$ cat src/hdl/rotary_dial_pulse_decoder_assert.svh
// ----------------------------------------------------------------------------
// Rotary dial pulse decoder assertion macros
// Concurrent assertion wrappers, compiled out for synthesis.
// ----------------------------------------------------------------------------
`ifndef ROTARY_DIAL_PULSE_DECODER_ASSERT_SVH
`define ROTARY_DIAL_PULSE_DECODER_ASSERT_SVH

`ifndef SYNTHESIS

`define RDPD_ASSERT(lbl, clk, rstn, prop) \
    lbl: assert property (@(posedge clk) disable iff (!rstn) prop) \
        else $error("rdpd assertion failed");

`define RDPD_ASSERT_NEVER(lbl, clk, rstn, cond) \
    lbl: assert property (@(posedge clk) disable iff (!rstn) !(cond)) \
        else $error("rdpd forbidden condition seen");

`else

`define RDPD_ASSERT(lbl, clk, rstn, prop)

`define RDPD_ASSERT_NEVER(lbl, clk, rstn, cond)

`endif

`endif

$ cat src/hdl/rdpd_pkg.sv
// ----------------------------------------------------------------------------
// Rotary dial pulse decoder package
// Payload types, command format and fixed codes shared by the decoder.
// ----------------------------------------------------------------------------
package rdpd_pkg;

    localparam logic [1:0] OP_TICK = 2'd0;
    localparam logic [1:0] OP_DIAL = 2'd1;
    localparam logic [1:0] OP_HOOK = 2'd2;

    localparam logic [1:0] MASK_NONE = 2'd0;
    localparam logic [1:0] MASK_RISE = 2'd1;
    localparam logic [1:0] MASK_FALL = 2'd2;
    localparam logic [1:0] MASK_BOTH = 2'd3;

    localparam logic [2:0] EV_HOOK     = 3'd0;
    localparam logic [2:0] EV_START    = 3'd1;
    localparam logic [2:0] EV_DIGIT    = 3'd2;
    localparam logic [2:0] EV_NUMDIGIT = 3'd3;
    localparam logic [2:0] EV_END      = 3'd4;

    localparam logic [2:0] CFG_ENABLE      = 3'd0;
    localparam logic [2:0] CFG_DEBOUNCE    = 3'd1;
    localparam logic [2:0] CFG_PULSE_GAP   = 3'd2;
    localparam logic [2:0] CFG_DIGIT_TMO   = 3'd3;
    localparam logic [2:0] CFG_END_TMO     = 3'd4;

    localparam logic [7:0]  DEF_DEBOUNCE  = 8'd20;
    localparam logic [11:0] DEF_PULSE_GAP = 12'd200;
    localparam logic [11:0] DEF_DIGIT_TMO = 12'd250;
    localparam logic [11:0] DEF_END_TMO   = 12'd2000;

    localparam logic [11:0] SINCE_MAX   = 12'hFFF;
    localparam logic [3:0]  PULSE_MAX   = 4'd15;
    localparam logic [3:0]  ZERO_PULSES = 4'd10;

    localparam int CFG_IDX_W  = 3;
    localparam int CFG_DATA_W = 12;

    // wide enough for any store size up to 64 digits
    localparam int CMD_CNT_W = 7;
    localparam int CMD_IDX_W = 6;

    typedef struct packed {
        logic [1:0] opcode;
        logic [1:0] edge_mask;
    } t_in;

    typedef struct packed {
        logic [2:0] event_res;
        logic [5:0] value;
        logic [4:0] position;
        logic       last;
    } t_out;

    typedef enum logic [1:0] {
        ACT_NONE,
        ACT_DIGIT,
        ACT_READOUT,
        ACT_END_ZERO
    } t_act;

    typedef struct packed {
        logic                 has_pre;
        logic [2:0]           pre_ev;
        logic                 pre_val;
        t_act                 act;
        logic [3:0]           digit;
        logic [CMD_IDX_W-1:0] idx;
        logic [CMD_CNT_W-1:0] count;
    } t_cmd;

endpackage

$ cat src/hdl/rdpd_front.sv
// ----------------------------------------------------------------------------
// Rotary dial pulse decoder front end
// Holds configuration and dial state, classifies each item into at most one command.
// ----------------------------------------------------------------------------
module rdpd_front import rdpd_pkg::*; #(
    parameter int MAX_DIGITS = 32
) (
    input  logic                  i_clk,
    input  logic                  i_rst_n,
    input  logic                  i_accept,
    input  t_in                   i_in,
    input  logic                  i_cfg_we,
    input  logic [CFG_IDX_W-1:0]  i_cfg_index,
    input  logic [CFG_DATA_W-1:0] i_cfg_data,
    output logic                  o_cmd_vld,
    output t_cmd                  o_cmd
);

    localparam int CW = $clog2(MAX_DIGITS + 1);

    logic          r_en,      n_en;
    logic [7:0]    r_deb,     n_deb;
    logic [11:0]   r_gap,     n_gap;
    logic [11:0]   r_dto,     n_dto;
    logic [11:0]   r_eto,     n_eto;
    logic [3:0]    r_pcnt,    n_pcnt;
    logic          r_pend,    n_pend;
    logic          r_started, n_started;
    logic          r_hook,    n_hook;
    logic [CW-1:0] r_dcnt,    n_dcnt;
    logic [11:0]   r_dtmr,    n_dtmr;
    logic [11:0]   r_etmr,    n_etmr;
    logic [11:0]   r_since,   n_since;

    t_cmd cmd;
    logic cmp;
    logic clr;
    logic hl;

    always_comb begin
        n_en      = r_en;
        n_deb     = r_deb;
        n_gap     = r_gap;
        n_dto     = r_dto;
        n_eto     = r_eto;
        n_pcnt    = r_pcnt;
        n_pend    = r_pend;
        n_started = r_started;
        n_hook    = r_hook;
        n_dcnt    = r_dcnt;
        n_dtmr    = r_dtmr;
        n_etmr    = r_etmr;
        n_since   = r_since;
        cmd       = '0;
        cmd.act   = ACT_NONE;
        cmp       = 1'b0;
        clr       = 1'b0;
        hl        = 1'b0;

        if (i_accept) begin
            case (i_in.opcode)
                OP_TICK: begin
                    if (r_since != SINCE_MAX) begin
                        n_since = r_since + 12'd1;
                    end
                    if (r_etmr != 12'd0) begin
                        n_etmr = r_etmr - 12'd1;
                        if (r_etmr == 12'd1) begin
                            cmd.act   = ACT_READOUT;
                            cmd.count = CMD_CNT_W'(r_dcnt);
                            clr       = 1'b1;
                        end
                    end else if (r_dtmr != 12'd0) begin
                        n_dtmr = r_dtmr - 12'd1;
                        if (r_dtmr == 12'd1) begin
                            cmp = 1'b1;
                        end
                    end
                end
                OP_DIAL, OP_HOOK: begin
                    if (i_in.edge_mask != MASK_BOTH && r_en) begin
                        n_since = 12'd0;
                        if (r_since >= {4'd0, r_deb}) begin
                            if (i_in.opcode == OP_HOOK) begin
                                hl          = (i_in.edge_mask == MASK_RISE);
                                n_hook      = hl;
                                cmd.has_pre = 1'b1;
                                cmd.pre_ev  = EV_HOOK;
                                cmd.pre_val = hl;
                                if (!hl && r_dcnt != '0) begin
                                    cmd.act = ACT_END_ZERO;
                                    clr     = 1'b1;
                                end
                            end else if (i_in.edge_mask == MASK_RISE) begin
                                if (!r_started) begin
                                    n_started   = 1'b1;
                                    cmd.has_pre = 1'b1;
                                    cmd.pre_ev  = EV_START;
                                end
                                n_dtmr = 12'd0;
                                n_etmr = 12'd0;
                                if (r_since >= r_gap && r_pend) begin
                                    cmp = 1'b1;
                                end
                            end else if (i_in.edge_mask == MASK_FALL && r_started) begin
                                if (!r_pend) begin
                                    n_pend = 1'b1;
                                    n_pcnt = 4'd0;
                                end else if (r_pcnt != PULSE_MAX) begin
                                    n_pcnt = r_pcnt + 4'd1;
                                end
                                n_etmr = 12'd0;
                                n_dtmr = (r_dto == 12'd0) ? 12'd1 : r_dto;
                            end
                        end
                    end
                end
                default: begin
                end
            endcase

            if (cmp) begin
                if (r_dcnt == CW'(MAX_DIGITS)) begin
                    cmd.act   = ACT_READOUT;
                    cmd.count = CMD_CNT_W'(r_dcnt);
                    clr       = 1'b1;
                end else begin
                    cmd.act   = ACT_DIGIT;
                    cmd.digit = (r_pcnt >= ZERO_PULSES) ? 4'd0 : r_pcnt;
                    cmd.idx   = CMD_IDX_W'(r_dcnt);
                    n_dcnt    = r_dcnt + CW'(1);
                    n_pcnt    = 4'd0;
                    n_pend    = 1'b0;
                    n_dtmr    = 12'd0;
                    n_etmr    = (r_eto == 12'd0) ? 12'd1 : r_eto;
                end
            end
        end

        if (i_cfg_we) begin
            case (i_cfg_index)
                CFG_ENABLE: begin
                    n_en = i_cfg_data[0];
                    if (!i_cfg_data[0]) begin
                        clr = 1'b1;
                    end
                end
                CFG_DEBOUNCE:  n_deb = i_cfg_data[7:0];
                CFG_PULSE_GAP: n_gap = i_cfg_data;
                CFG_DIGIT_TMO: n_dto = i_cfg_data;
                CFG_END_TMO:   n_eto = i_cfg_data;
                default: begin
                end
            endcase
        end

        if (clr) begin
            n_dcnt    = '0;
            n_pcnt    = 4'd0;
            n_pend    = 1'b0;
            n_started = 1'b0;
            n_dtmr    = 12'd0;
            n_etmr    = 12'd0;
        end
    end

    always_ff @(posedge i_clk) begin
        if (!i_rst_n) begin
            r_en      <= 1'b0;
            r_deb     <= DEF_DEBOUNCE;
            r_gap     <= DEF_PULSE_GAP;
            r_dto     <= DEF_DIGIT_TMO;
            r_eto     <= DEF_END_TMO;
            r_pcnt    <= 4'd0;
            r_pend    <= 1'b0;
            r_started <= 1'b0;
            r_hook    <= 1'b0;
            r_dcnt    <= '0;
            r_dtmr    <= 12'd0;
            r_etmr    <= 12'd0;
            r_since   <= SINCE_MAX;
        end else begin
            r_en      <= n_en;
            r_deb     <= n_deb;
            r_gap     <= n_gap;
            r_dto     <= n_dto;
            r_eto     <= n_eto;
            r_pcnt    <= n_pcnt;
            r_pend    <= n_pend;
            r_started <= n_started;
            r_hook    <= n_hook;
            r_dcnt    <= n_dcnt;
            r_dtmr    <= n_dtmr;
            r_etmr    <= n_etmr;
            r_since   <= n_since;
        end
    end

    assign o_cmd_vld = i_accept && (cmd.has_pre || cmd.act != ACT_NONE);
    assign o_cmd     = cmd;

endmodule

$ cat src/hdl/rdpd_fifo.sv
// ----------------------------------------------------------------------------
// Rotary dial pulse decoder command queue
// Four-entry queue between the front end and the result sequencer.
// ----------------------------------------------------------------------------
module rdpd_fifo import rdpd_pkg::*; (
    input  logic i_clk,
    input  logic i_rst_n,
    input  logic i_push,
    input  t_cmd i_data,
    output logic o_full,
    input  logic i_pop,
    output logic o_empty,
    output t_cmd o_data
);

    localparam int DEPTH = 4;
    localparam int AW    = $clog2(DEPTH);

    t_cmd          r_mem [DEPTH];
    logic [AW-1:0] r_wr, n_wr;
    logic [AW-1:0] r_rd, n_rd;
    logic [AW:0]   r_cnt, n_cnt;
    logic          do_push;
    logic          do_pop;

    assign o_full  = (r_cnt == (AW+1)'(DEPTH));
    assign o_empty = (r_cnt == '0);
    assign o_data  = r_mem[r_rd];
    assign do_push = i_push && !o_full;
    assign do_pop  = i_pop && !o_empty;

    always_comb begin
        n_wr  = do_push ? r_wr + AW'(1) : r_wr;
        n_rd  = do_pop ? r_rd + AW'(1) : r_rd;
        n_cnt = r_cnt;
        if (do_push && !do_pop) begin
            n_cnt = r_cnt + (AW+1)'(1);
        end else if (do_pop && !do_push) begin
            n_cnt = r_cnt - (AW+1)'(1);
        end
    end

    always_ff @(posedge i_clk) begin
        if (!i_rst_n) begin
            r_wr  <= '0;
            r_rd  <= '0;
            r_cnt <= '0;
        end else begin
            r_wr  <= n_wr;
            r_rd  <= n_rd;
            r_cnt <= n_cnt;
        end
        if (do_push) begin
            r_mem[r_wr] <= i_data;
        end
    end

endmodule

$ cat src/hdl/rdpd_back.sv
// ----------------------------------------------------------------------------
// Rotary dial pulse decoder result sequencer
// Executes queued commands, owns the digit store and the result register.
// ----------------------------------------------------------------------------
`include "rotary_dial_pulse_decoder_assert.svh"

module rdpd_back import rdpd_pkg::*; #(
    parameter int MAX_DIGITS = 32
) (
    input  logic i_clk,
    input  logic i_rst_n,
    input  logic i_q_empty,
    input  t_cmd i_q_data,
    output logic o_q_pop,
    output logic o_empty,
    input  logic i_pop,
    output t_out o_out
);

    localparam int CW = $clog2(MAX_DIGITS + 1);
    localparam int IW = (MAX_DIGITS > 1) ? $clog2(MAX_DIGITS) : 1;

    typedef enum logic [2:0] {
        S_IDLE,
        S_PRE,
        S_ACT,
        S_RDOUT,
        S_END
    } t_state;

    t_state        r_state, n_state;
    t_cmd          r_cmd,   n_cmd;
    logic [CW-1:0] r_idx,   n_idx;
    t_out          r_out,   n_out;
    logic          r_out_vld, n_out_vld;

    logic [3:0]    r_mem [MAX_DIGITS];
    logic [3:0]    r_rdata;
    logic          rd_en;
    logic [IW-1:0] rd_addr;
    logic          wr_en;
    logic          slot;

    always_comb begin
        n_state   = r_state;
        n_cmd     = r_cmd;
        n_idx     = r_idx;
        n_out     = r_out;
        n_out_vld = r_out_vld && !i_pop;
        slot      = !r_out_vld || i_pop;
        o_q_pop   = 1'b0;
        rd_en     = 1'b0;
        rd_addr   = r_idx[IW-1:0];
        wr_en     = 1'b0;

        case (r_state)
            S_IDLE: begin
                if (!i_q_empty) begin
                    o_q_pop = 1'b1;
                    n_cmd   = i_q_data;
                    n_state = i_q_data.has_pre ? S_PRE : S_ACT;
                end
            end
            S_PRE: begin
                if (slot) begin
                    n_out_vld       = 1'b1;
                    n_out.event_res = r_cmd.pre_ev;
                    n_out.value     = 6'(r_cmd.pre_val);
                    n_out.position  = 5'd0;
                    n_out.last      = (r_cmd.act == ACT_NONE);
                    n_state         = (r_cmd.act == ACT_NONE) ? S_IDLE : S_ACT;
                end
            end
            S_ACT: begin
                case (r_cmd.act)
                    ACT_DIGIT: begin
                        if (slot) begin
                            n_out_vld       = 1'b1;
                            n_out.event_res = EV_DIGIT;
                            n_out.value     = 6'(r_cmd.digit);
                            n_out.position  = 5'd0;
                            n_out.last      = 1'b1;
                            wr_en           = 1'b1;
                            n_state         = S_IDLE;
                        end
                    end
                    ACT_END_ZERO: begin
                        if (slot) begin
                            n_out_vld       = 1'b1;
                            n_out.event_res = EV_END;
                            n_out.value     = 6'd0;
                            n_out.position  = 5'd0;
                            n_out.last      = 1'b1;
                            n_state         = S_IDLE;
                        end
                    end
                    ACT_READOUT: begin
                        n_idx = '0;
                        if (r_cmd.count == '0) begin
                            n_state = S_END;
                        end else begin
                            rd_en   = 1'b1;
                            rd_addr = '0;
                            n_state = S_RDOUT;
                        end
                    end
                    default: begin
                        n_state = S_IDLE;
                    end
                endcase
            end
            S_RDOUT: begin
                if (slot) begin
                    n_out_vld       = 1'b1;
                    n_out.event_res = EV_NUMDIGIT;
                    n_out.value     = 6'(r_rdata);
                    n_out.position  = 5'(r_idx);
                    n_out.last      = 1'b0;
                    if (CMD_CNT_W'(r_idx) + CMD_CNT_W'(1) < r_cmd.count) begin
                        n_idx   = r_idx + CW'(1);
                        rd_en   = 1'b1;
                        rd_addr = n_idx[IW-1:0];
                    end else begin
                        n_state = S_END;
                    end
                end
            end
            S_END: begin
                if (slot) begin
                    n_out_vld       = 1'b1;
                    n_out.event_res = EV_END;
                    n_out.value     = r_cmd.count[5:0];
                    n_out.position  = 5'd0;
                    n_out.last      = 1'b1;
                    n_state         = S_IDLE;
                end
            end
            default: begin
                n_state = S_IDLE;
            end
        endcase
    end

    always_ff @(posedge i_clk) begin
        if (!i_rst_n) begin
            r_state   <= S_IDLE;
            r_out_vld <= 1'b0;
        end else begin
            r_state   <= n_state;
            r_out_vld <= n_out_vld;
        end
        r_cmd <= n_cmd;
        r_idx <= n_idx;
        r_out <= n_out;
    end

    always_ff @(posedge i_clk) begin
        if (wr_en) begin
            r_mem[r_cmd.idx[IW-1:0]] <= r_cmd.digit;
        end
        if (rd_en) begin
            r_rdata <= r_mem[rd_addr];
        end
    end

    assign o_empty = !r_out_vld;
    assign o_out   = r_out;

    `RDPD_ASSERT(a_rdout_in_range, i_clk, i_rst_n, (r_state == S_RDOUT) |-> (CMD_CNT_W'(r_idx) < r_cmd.count))
    `RDPD_ASSERT(a_end_is_last, i_clk, i_rst_n, (r_out_vld && r_out.event_res == EV_END) |-> r_out.last)
    `RDPD_ASSERT_NEVER(a_numdigit_not_last, i_clk, i_rst_n, r_out_vld && r_out.event_res == EV_NUMDIGIT && r_out.last)
    `RDPD_ASSERT_NEVER(a_pop_only_idle, i_clk, i_rst_n, o_q_pop && (r_state != S_IDLE || i_q_empty))

endmodule

$ cat src/hdl/rotary_dial_pulse_decoder.sv
// ----------------------------------------------------------------------------
// Rotary dial pulse decoder
// Decodes dial pulses and hook edges into digits and dialed numbers.
// ----------------------------------------------------------------------------
// Usage:
//   Input queue: drive i_in with push high; an item is taken on a clock edge
//   where push is high and full is low. Items are 1 ms ticks, dial contact
//   edges and hook switch edges.
//   Result queue: while empty is low, o_out holds the oldest result; pop on
//   a clock edge with empty low takes it.
//   Config: write register i_cfg_index with i_cfg_data when i_cfg_valid is
//   high; o_cfg_ready is always high. Write only while the block is idle.
//   Path: a result passes through the command queue, the sequencer's
//   command register and the result register. A readout of N stored
//   digits yields N + 1 results at one per cycle while pop keeps the
//   result register free, paced by the digit store read port.
//   A four-entry command queue separates the front end from the sequencer,
//   so items keep being taken while results wait; full rises when that
//   queue fills, either because the receiver holds pop low or while a long
//   readout keeps the sequencer busy.
//   Reset clears all dial state and loads the default timing registers; the
//   decoder starts disabled.
// ----------------------------------------------------------------------------
module rotary_dial_pulse_decoder import rdpd_pkg::*; #(
    parameter int MAX_DIGITS = 32
) (
    input  logic                  i_clk,
    input  logic                  i_rst_n,
    input  logic                  push,
    output logic                  full,
    input  t_in                   i_in,
    output logic                  empty,
    input  logic                  pop,
    output t_out                  o_out,
    input  logic                  i_cfg_valid,
    output logic                  o_cfg_ready,
    input  logic [CFG_IDX_W-1:0]  i_cfg_index,
    input  logic [CFG_DATA_W-1:0] i_cfg_data
);

    logic accept;
    logic cmd_vld;
    t_cmd cmd;
    logic q_full;
    logic q_empty;
    logic q_pop;
    t_cmd q_data;

    assign o_cfg_ready = 1'b1;
    assign full        = q_full;
    assign accept      = push && !q_full;

    rdpd_front #(
        .MAX_DIGITS (MAX_DIGITS)
    ) u_front (
        .i_clk       (i_clk),
        .i_rst_n     (i_rst_n),
        .i_accept    (accept),
        .i_in        (i_in),
        .i_cfg_we    (i_cfg_valid && o_cfg_ready),
        .i_cfg_index (i_cfg_index),
        .i_cfg_data  (i_cfg_data),
        .o_cmd_vld   (cmd_vld),
        .o_cmd       (cmd)
    );

    rdpd_fifo u_fifo (
        .i_clk   (i_clk),
        .i_rst_n (i_rst_n),
        .i_push  (cmd_vld),
        .i_data  (cmd),
        .o_full  (q_full),
        .i_pop   (q_pop),
        .o_empty (q_empty),
        .o_data  (q_data)
    );

    rdpd_back #(
        .MAX_DIGITS (MAX_DIGITS)
    ) u_back (
        .i_clk     (i_clk),
        .i_rst_n   (i_rst_n),
        .i_q_empty (q_empty),
        .i_q_data  (q_data),
        .o_q_pop   (q_pop),
        .o_empty   (empty),
        .i_pop     (pop),
        .o_out     (o_out)
    );

endmodule

$ cat config.mk
export PLATFORM = sky130hd
export DESIGN_NAME = rotary_dial_pulse_decoder
export DESIGN_NICKNAME = d
export VERILOG_FILES = /design/src/hdl/rdpd_pkg.sv /design/src/hdl/rdpd_front.sv /design/src/hdl/rdpd_fifo.sv /design/src/hdl/rdpd_back.sv /design/src/hdl/rotary_dial_pulse_decoder.sv
export VERILOG_INCLUDE_DIRS = /design/src /design/src/hdl
export SDC_FILE = /design/constraint.sdc
export NUM_CORES = 1
export LEC_CHECK = 0
export ABC_AREA = 1
export BUFFER_PORTS_ARGS = -buffer_cell sky130_fd_sc_hd__buf_2
export CORE_MARGIN = 2
export CORE_UTILIZATION = 65
export CTS_BUF_LIST = sky130_fd_sc_hd__clkbuf_4 sky130_fd_sc_hd__clkbuf_8
export DETAILED_ROUTE_END_ITERATION = 8
export GPL_TIMING_DRIVEN = 0
export PLACE_DENSITY = 0.82
export SYNTH_ARGS = -nofsm -noshare
export SYNTH_HDL_FRONTEND = slang
export SYNTH_HIERARCHICAL = 1
export SYNTH_SLANG_ARGS = --single-unit
$ cat constraint.sdc
create_clock -name i_clk -period 5 [get_ports i_clk]
set_clock_uncertainty 0.15 [all_clocks]
set_input_delay 1.25 -clock i_clk [delete_from_list [all_inputs] [get_ports i_clk]]
set_output_delay 1.25 -clock i_clk [all_outputs]
set_load 0.02 [all_outputs]
==> results of run 1 <==
area by class of cell:
type,instances,area [sq um],share of cell area
clock inverter,30,245,0.0117
tap,384,480,0.0229
multi-input combinational,1359,6990,0.333
sequential,373,10100,0.483
buffer,95,483,0.0230
clock buffer,80,1020,0.0486
inverter,348,1310,0.0622
timing repair buffer,46,324,0.0154
path summary, 6_finish.rpt:
| kind | depth (start not counted) | startpoint | end |
|---|---|---|---|
| max | 20 | i_in[2] | u_fifo/r_cnt[1]$_SDFFE_PN0P_ |
| min | 2 | u_front/r_gap[11]$_SDFFE_PN0P_ | u_front/r_gap[11]$_SDFFE_PN0P_ |
| max reg2reg | 17 | u_fifo/r_cnt[1]$_SDFFE_PN0P_ | u_fifo/r_cnt[1]$_SDFFE_PN0P_ |
| min reg2reg | 2 | u_front/r_gap[11]$_SDFFE_PN0P_ | u_front/r_gap[11]$_SDFFE_PN0P_ |
worst max-delay path, delay by kind of cell:
kind,cells,cell delay (ps)
buffers and inverters,6,940
AND/OR/NAND/NOR,9,1420
adder cells (fa/ha/maj),3,890
AO/OA/AOI/OAI,2,490
per-stage QoR:
stage / util / TNS, ps / hold WS [ps]
3_3_place_gp: 0.684 / -89190 / 299
2_1_floorplan: - / 0 / 285
3_5_place_dp: 0.689 / -1780 / 305
6_report: 0.733 / 0 / 314
4_1_cts: 0.733 / 0 / 314
5_1_grt: 0.733 / 0 / 347
sequential cells by signal (all words and copies together), names as in the netlist, named ones only:
register / flops
u_front/r_pcnt: 4
u_back/r_out_vld: 1
u_front/r_dto: 12
u_back/r_idx: 6
u_fifo/r_mem: 92
u_fifo/r_cnt: 3
u_front/r_gap: 12
u_front/r_en: 1
u_front/r_dcnt: 6
u_back/r_rdata: 4
u_back/o_out: 15
u_front/r_eto: 12
u_front/r_etmr: 12
u_fifo/r_rd: 2
u_front/r_since: 12
u_front/r_pend: 1
u_front/r_deb: 8
u_back/r_state: 3
u_back/r_mem: 128
u_front/r_started: 1
u_back/r_cmd: 22
u_fifo/r_wr: 2
u_front/r_dtmr: 12
layer usage:
layer | wire length (um) | GRT usage | vias up | share of wire
met2 | 24200 | 0.565 | 862 | 0.50
li1 | - | - | 7513 | -
met4 | 2270 | 0.148 | 0 | 0.047
met3 | 4080 | 0.0483 | 164 | 0.084
met5 | 0 | 0 | - | 0
met1 | 18300 | 0.392 | 7369 | 0.37
report_power, final:
group	switching, mW	leakage (nW)	internal [mW]
sequential	0.0811	3.30	3.44
clock	1.20	0.672	1.53
combinational	0.953	5.06	0.429
total	2.23	9.03	5.40
==> impl_results.md, run 1 <==
* Layout Cells excl Fill at 2715
* Row count at 62
* H-tree depth at 2
* DR vias/cell at 5.86
* Req. time, crit path at 5350 ps
* Ant diodes at 0
* Worst Setup Path Type: input port to flop
* Post-synth design cell area at 18900 sq um
* Worst setup margin at 324 ps
* Fmax at 0.214 GHz
* Crit path cell chain: buf_2 -> inv_1 -> ha_1 -> clkbuf_1 -> nand4_1 -> a21oi_1 -> nand2_2 -> nand2_4 -> nand3_2 -> nand2_1 -> inv_1 -> nand2_1 -> nand3_1 -> nand2_2 -> inv_2 -> ha_1 -> inv_1 -> fa_1 -> o21ai_0 -> nor2_1
* Most frequent cells in the layout: nand2_1 (403), inv_1 (331), edfxtp_1 (267)
* Postcts setup bufs at 0
* Detail Placement HPWL at 34.6 mm
* Routed via count at 15900
* Most common cell type on the critical path: inv_1
* Leakage at 9.03 nW
* Tcrit/Tclk final at 0.935
* Global-route wire length before repair at 77.3 mm
* Placed cell areas at 19700 sq um
* Critical path's slowest cell: clkbuf_1
* Max-slew violation count at 0
* Peak VDD IR at 256 uV
* RSZ-0062 raised after global routing: false
* Commonest non-fill, non-tap cell in the layout: nand2_1
* Total GRT Usage at 0.322
* R2R Setup Slk at 740 ps
* Port Buffer Count at 40
* CTS max path bufs at 3
* Post-route antenna net violation count at 0
* Die ar. at 30400 sq um
* Clk slew on worst S/H paths at 70 ps
* Final GP Congestion at 0.934
* Outcome: completed
* Yosys warns at 6
* Total CTS buffers at 59
* Synth Instances at 2173
* Filler cells at 2077
* CP Data Arrival Time at 5020 ps
* Clk_lat worst skew at 610 ps
* Fin. Hold Viols at 0
* WL final at 48.8 mm
* Syn_area_per_cell at 8.69 sq um
* GR Overflow Total at 0
* Min cycle time layout at 4680 ps
* Slowest cell delay on critical path at 450 ps
* Worst slew margin at 0.134
* Initial antenna violation count at 0
* Kind of start point of the critical path: input port
* CP Capture Type: flop
* Fin nets at 2351
* Die height at 174 um
* Routed wire per std cell at 18.0 um
* Post-CTS Hold Buffers at 0
* Hold WC Path Type: flop to flop
* Share of cells above drive strength 1 at 0.122
* Area grow syn2layout at 11.1%
* Max Cap Viol at 0
* Drt first pass iters at 8
* Pwr/cell area at 363 nW/um^2
* Die W at 174 um
* DP Cell Count at 2605
* Initial Utilization at 0.660
* IO Pins at 42
* Placeable core area at 28600 sq um
* Tot Pwr at 7.63 mW
* Vias in the first global route at 15200
* CTS tree: yes
* Largest net degree at the start of global routing at 34
* Crit path max fanout at 9
* Worst Tran Pin Value at 1300 ps
* Final instance area at 21000 sq um
* Final setup violation count at 0
* Post-cts sizing count at 0
* Num Clock Sinks at 373
* DP Worst Slack at -174 ps
* Root buffer cell: clkbuf_8
* Initial DRC Count at 1855
* DRC at 0
No activity file was read; power rests on OpenSTA's default activity.
==> run 2, diff against run 1 <==
--- a/config.mk
+++ b/config.mk
@@ -14,6 +14,7 @@
 export DETAILED_ROUTE_END_ITERATION = 8
 export GPL_TIMING_DRIVEN = 0
 export PLACE_DENSITY = 0.82
+export REMOVE_ABC_BUFFERS = 1
 export SYNTH_ARGS = -nofsm -noshare
 export SYNTH_HDL_FRONTEND = slang
 export SYNTH_HIERARCHICAL = 1
==> run 2 against run 1 <==
Against the previous run:
- clock power shrank 8.4%
- global-route usage shrank 3.1 points
- worst hold slack gained 3.8 ps
- combinational power shrank 5%
- largest cell class unchanged
==> impl_results.md, run 2 (synthesized netlist as in run 1, its figures left out) <==
* Filler cells at 2045
* Routed wire per std cell at 17.1 um
* Routed via count at 15300
* Most frequent cells in the layout: nand2_1 (403), inv_1 (329), edfxtp_1 (267)
* Final setup violation count at 0
* Share of cells above drive strength 1 at 0.108
* Tot Pwr at 7.32 mW
* Final instance area at 20500 sq um
* Crit path max fanout at 23
* Worst setup margin at 227 ps
* Pint at 5.18 mW
* Comb pwr share at 0.179
* Clk_lat worst skew at 630 ps
* Fin. Hold Viols at 0
* Ant diodes at 0
* NetSw at 2.14 mW
* GR Overflow Total at 0
* IO Pins at 42
* Max-slew violation count at 0
* Tcrit/Tclk final at 0.955
* Hold WC Path Type: flop to flop
* Final core occ at 0.716
* Root buffer cell: clkbuf_8
* CP Data Arrival Time at 5110 ps
* Clock Power Share at 0.341
* Commonest non-fill, non-tap cell in the layout: nand2_1
* Reg power frac at 0.480
* Placeable core area at 28600 sq um
* Worst slew margin at 0.0455
* H-tree depth at 2
* Drt first pass iters at 6
* Biggest register: u_back/r_mem
* Sw frac at 0.293
* Initial antenna violation count at 1
* DP Worst Slack at -1200 ps
* Req. time, crit path at 5330 ps
* Leakage at 8.74 nW
* Initial DRC Count at 1720
* Worst Tran Pin Value at 1430 ps
* Kind of start point of the critical path: input port
* Global-route wire length before repair at 71.3 mm
* Final GP Congestion at 0.946
* Max reg flops at 128
* Fmax at 0.210 GHz
* Outcome: completed
* Die height at 174 um
* Pwr/cell area at 357 nW/um^2
* WL final at 44.7 mm
* Initial Utilization at 0.660
* RSZ-0062 raised after global routing: false
* Fin nets at 2259
* Total CTS buffers at 57
* CTS tree: yes
* Clk slew on worst S/H paths at 60 ps
* Die W at 174 um
* DRC at 0
* Placed cell areas at 19200 sq um
* CTS max path bufs at 3
* CP Capture Type: flop
* Area grow syn2layout at 8.51%
* Peak VDD IR at 227 uV
* Top Registers: u_back/r_mem: 128 flops, u_fifo/r_mem: 92 flops, u_back/r_cmd: 22 flops
* Post-route antenna net violation count at 0
* Port Buffer Count at 40
* Detail Placement HPWL at 28.3 mm
* Largest net degree at the start of global routing at 69
* Row count at 62
* Total GRT Usage at 0.290
* Die ar. at 30400 sq um
* Min cycle time layout at 4770 ps
* Worst Setup Path Type: input port to flop
* DR vias/cell at 5.84
* Vias in the first global route at 14400
* Num Clock Sinks at 373
* Max Cap Viol at 0
[run 2: cell types whose count changed in the layout (fill, tap and decap cells not counted), sizes merged]
cell,before,now
buf,99,49
clkinvlp,0,2
clkbuf,122,81
clkinv,28,23
nand3,221,222
bufinv,4,1
[run 2: power groups by stage]
| stage | combinational [mW] | sequential (mW) | clock [mW] |
|---|---|---|---|
| CTS | 1.27 | 3.51 | 2.54 |
| global placement | 1.20 | 3.58 | 0 |
| detailed placement | 1.26 | 3.57 | 0 |
| floorplan | 0.826 | 3.63 | 0 |
| global route | 1.45 | 3.52 | 2.68 |
| finish | 1.31 | 3.51 | 2.50 |
[run 2: worst max-delay path, stage by stage]
cell and delay (ps):
buf_2 110, ha_2 580, clkinvlp_4 590, nand3_4 460
nand2_1 120, inv_1 290, nand2_1 190, nand3_1 200
nand2_2 160, inv_2 110, ha_1 180, inv_1 80
fa_1 370, inv_1 60, nand2_1 50, nand3_1 100
nand2_1 60, nand2_1 60, nor2_1 50
[run 2: timing repair]
| action | 4_1_cts | 5_1_grt |
|---|---|---|
| hold buffers | 0 | 0 |
| gates cloned | 1 | 1 |
| pin swaps | 0 | 1 |
| buffers inserted | 1 | 0 |
| setup endpoints to repair | 99 | 6 |
| resized for setup | 8 | 3 |
[run 2: per-stage QoR]
| stage | std cells | setup TNS [ps] | hold slack, ps |
|---|---|---|---|
| 4_1_cts | 2616 | 0 | 317 |
| 5_1_grt | 2619 | 0 | 337 |
| 3_3_place_gp | 2504 | -186900 | 297 |
| 6_report | 2619 | 0 | 318 |
| 2_1_floorplan | 2080 | 0 | 285 |
| 3_5_place_dp | 2510 | -92990 | 306 |
[run 2: cell type report]
| type | instances | area, sq um | share of cell area |
|---|---|---|---|
| clock buffer | 81 | 996 | 0.0486 |
| clock inverter | 23 | 145 | 0.00708 |
| inverter | 348 | 1310 | 0.0639 |
| multi-input combinational | 1360 | 7060 | 0.344 |
| sequential | 373 | 10100 | 0.495 |
| tap | 384 | 480 | 0.0234 |
| timing repair buffer | 49 | 363 | 0.0177 |
| timing repair inverter | 1 | 5.00 | 0.000244 |
[run 2: worst paths after layout]
path                                      start                             to  slack (ps)  cells past startpoint
setup reg to reg  u_back/r_idx[0]$_SDFFCE_PN0P_    u_back/r_rdata[3]$_DFFE_PP_         310                     17
setup / recovery                        i_in[3]   u_fifo/r_cnt[2]$_SDFFE_PN0P_         230                     19
hold / removal    u_front/r_gap[4]$_SDFFE_PN0P_  u_front/r_gap[4]$_SDFFE_PN0P_         320                      2
hold reg to reg   u_front/r_gap[4]$_SDFFE_PN0P_  u_front/r_gap[4]$_SDFFE_PN0P_         320                      2
[run 2: metal layers]
layer	global-route usage	share of wire	routed length [um]
met3	0.0464	0.080	3580
met4	0.125	0.038	1690
met1	0.358	0.39	17300
met5	0	0.00029	13
met2	0.508	0.49	22100
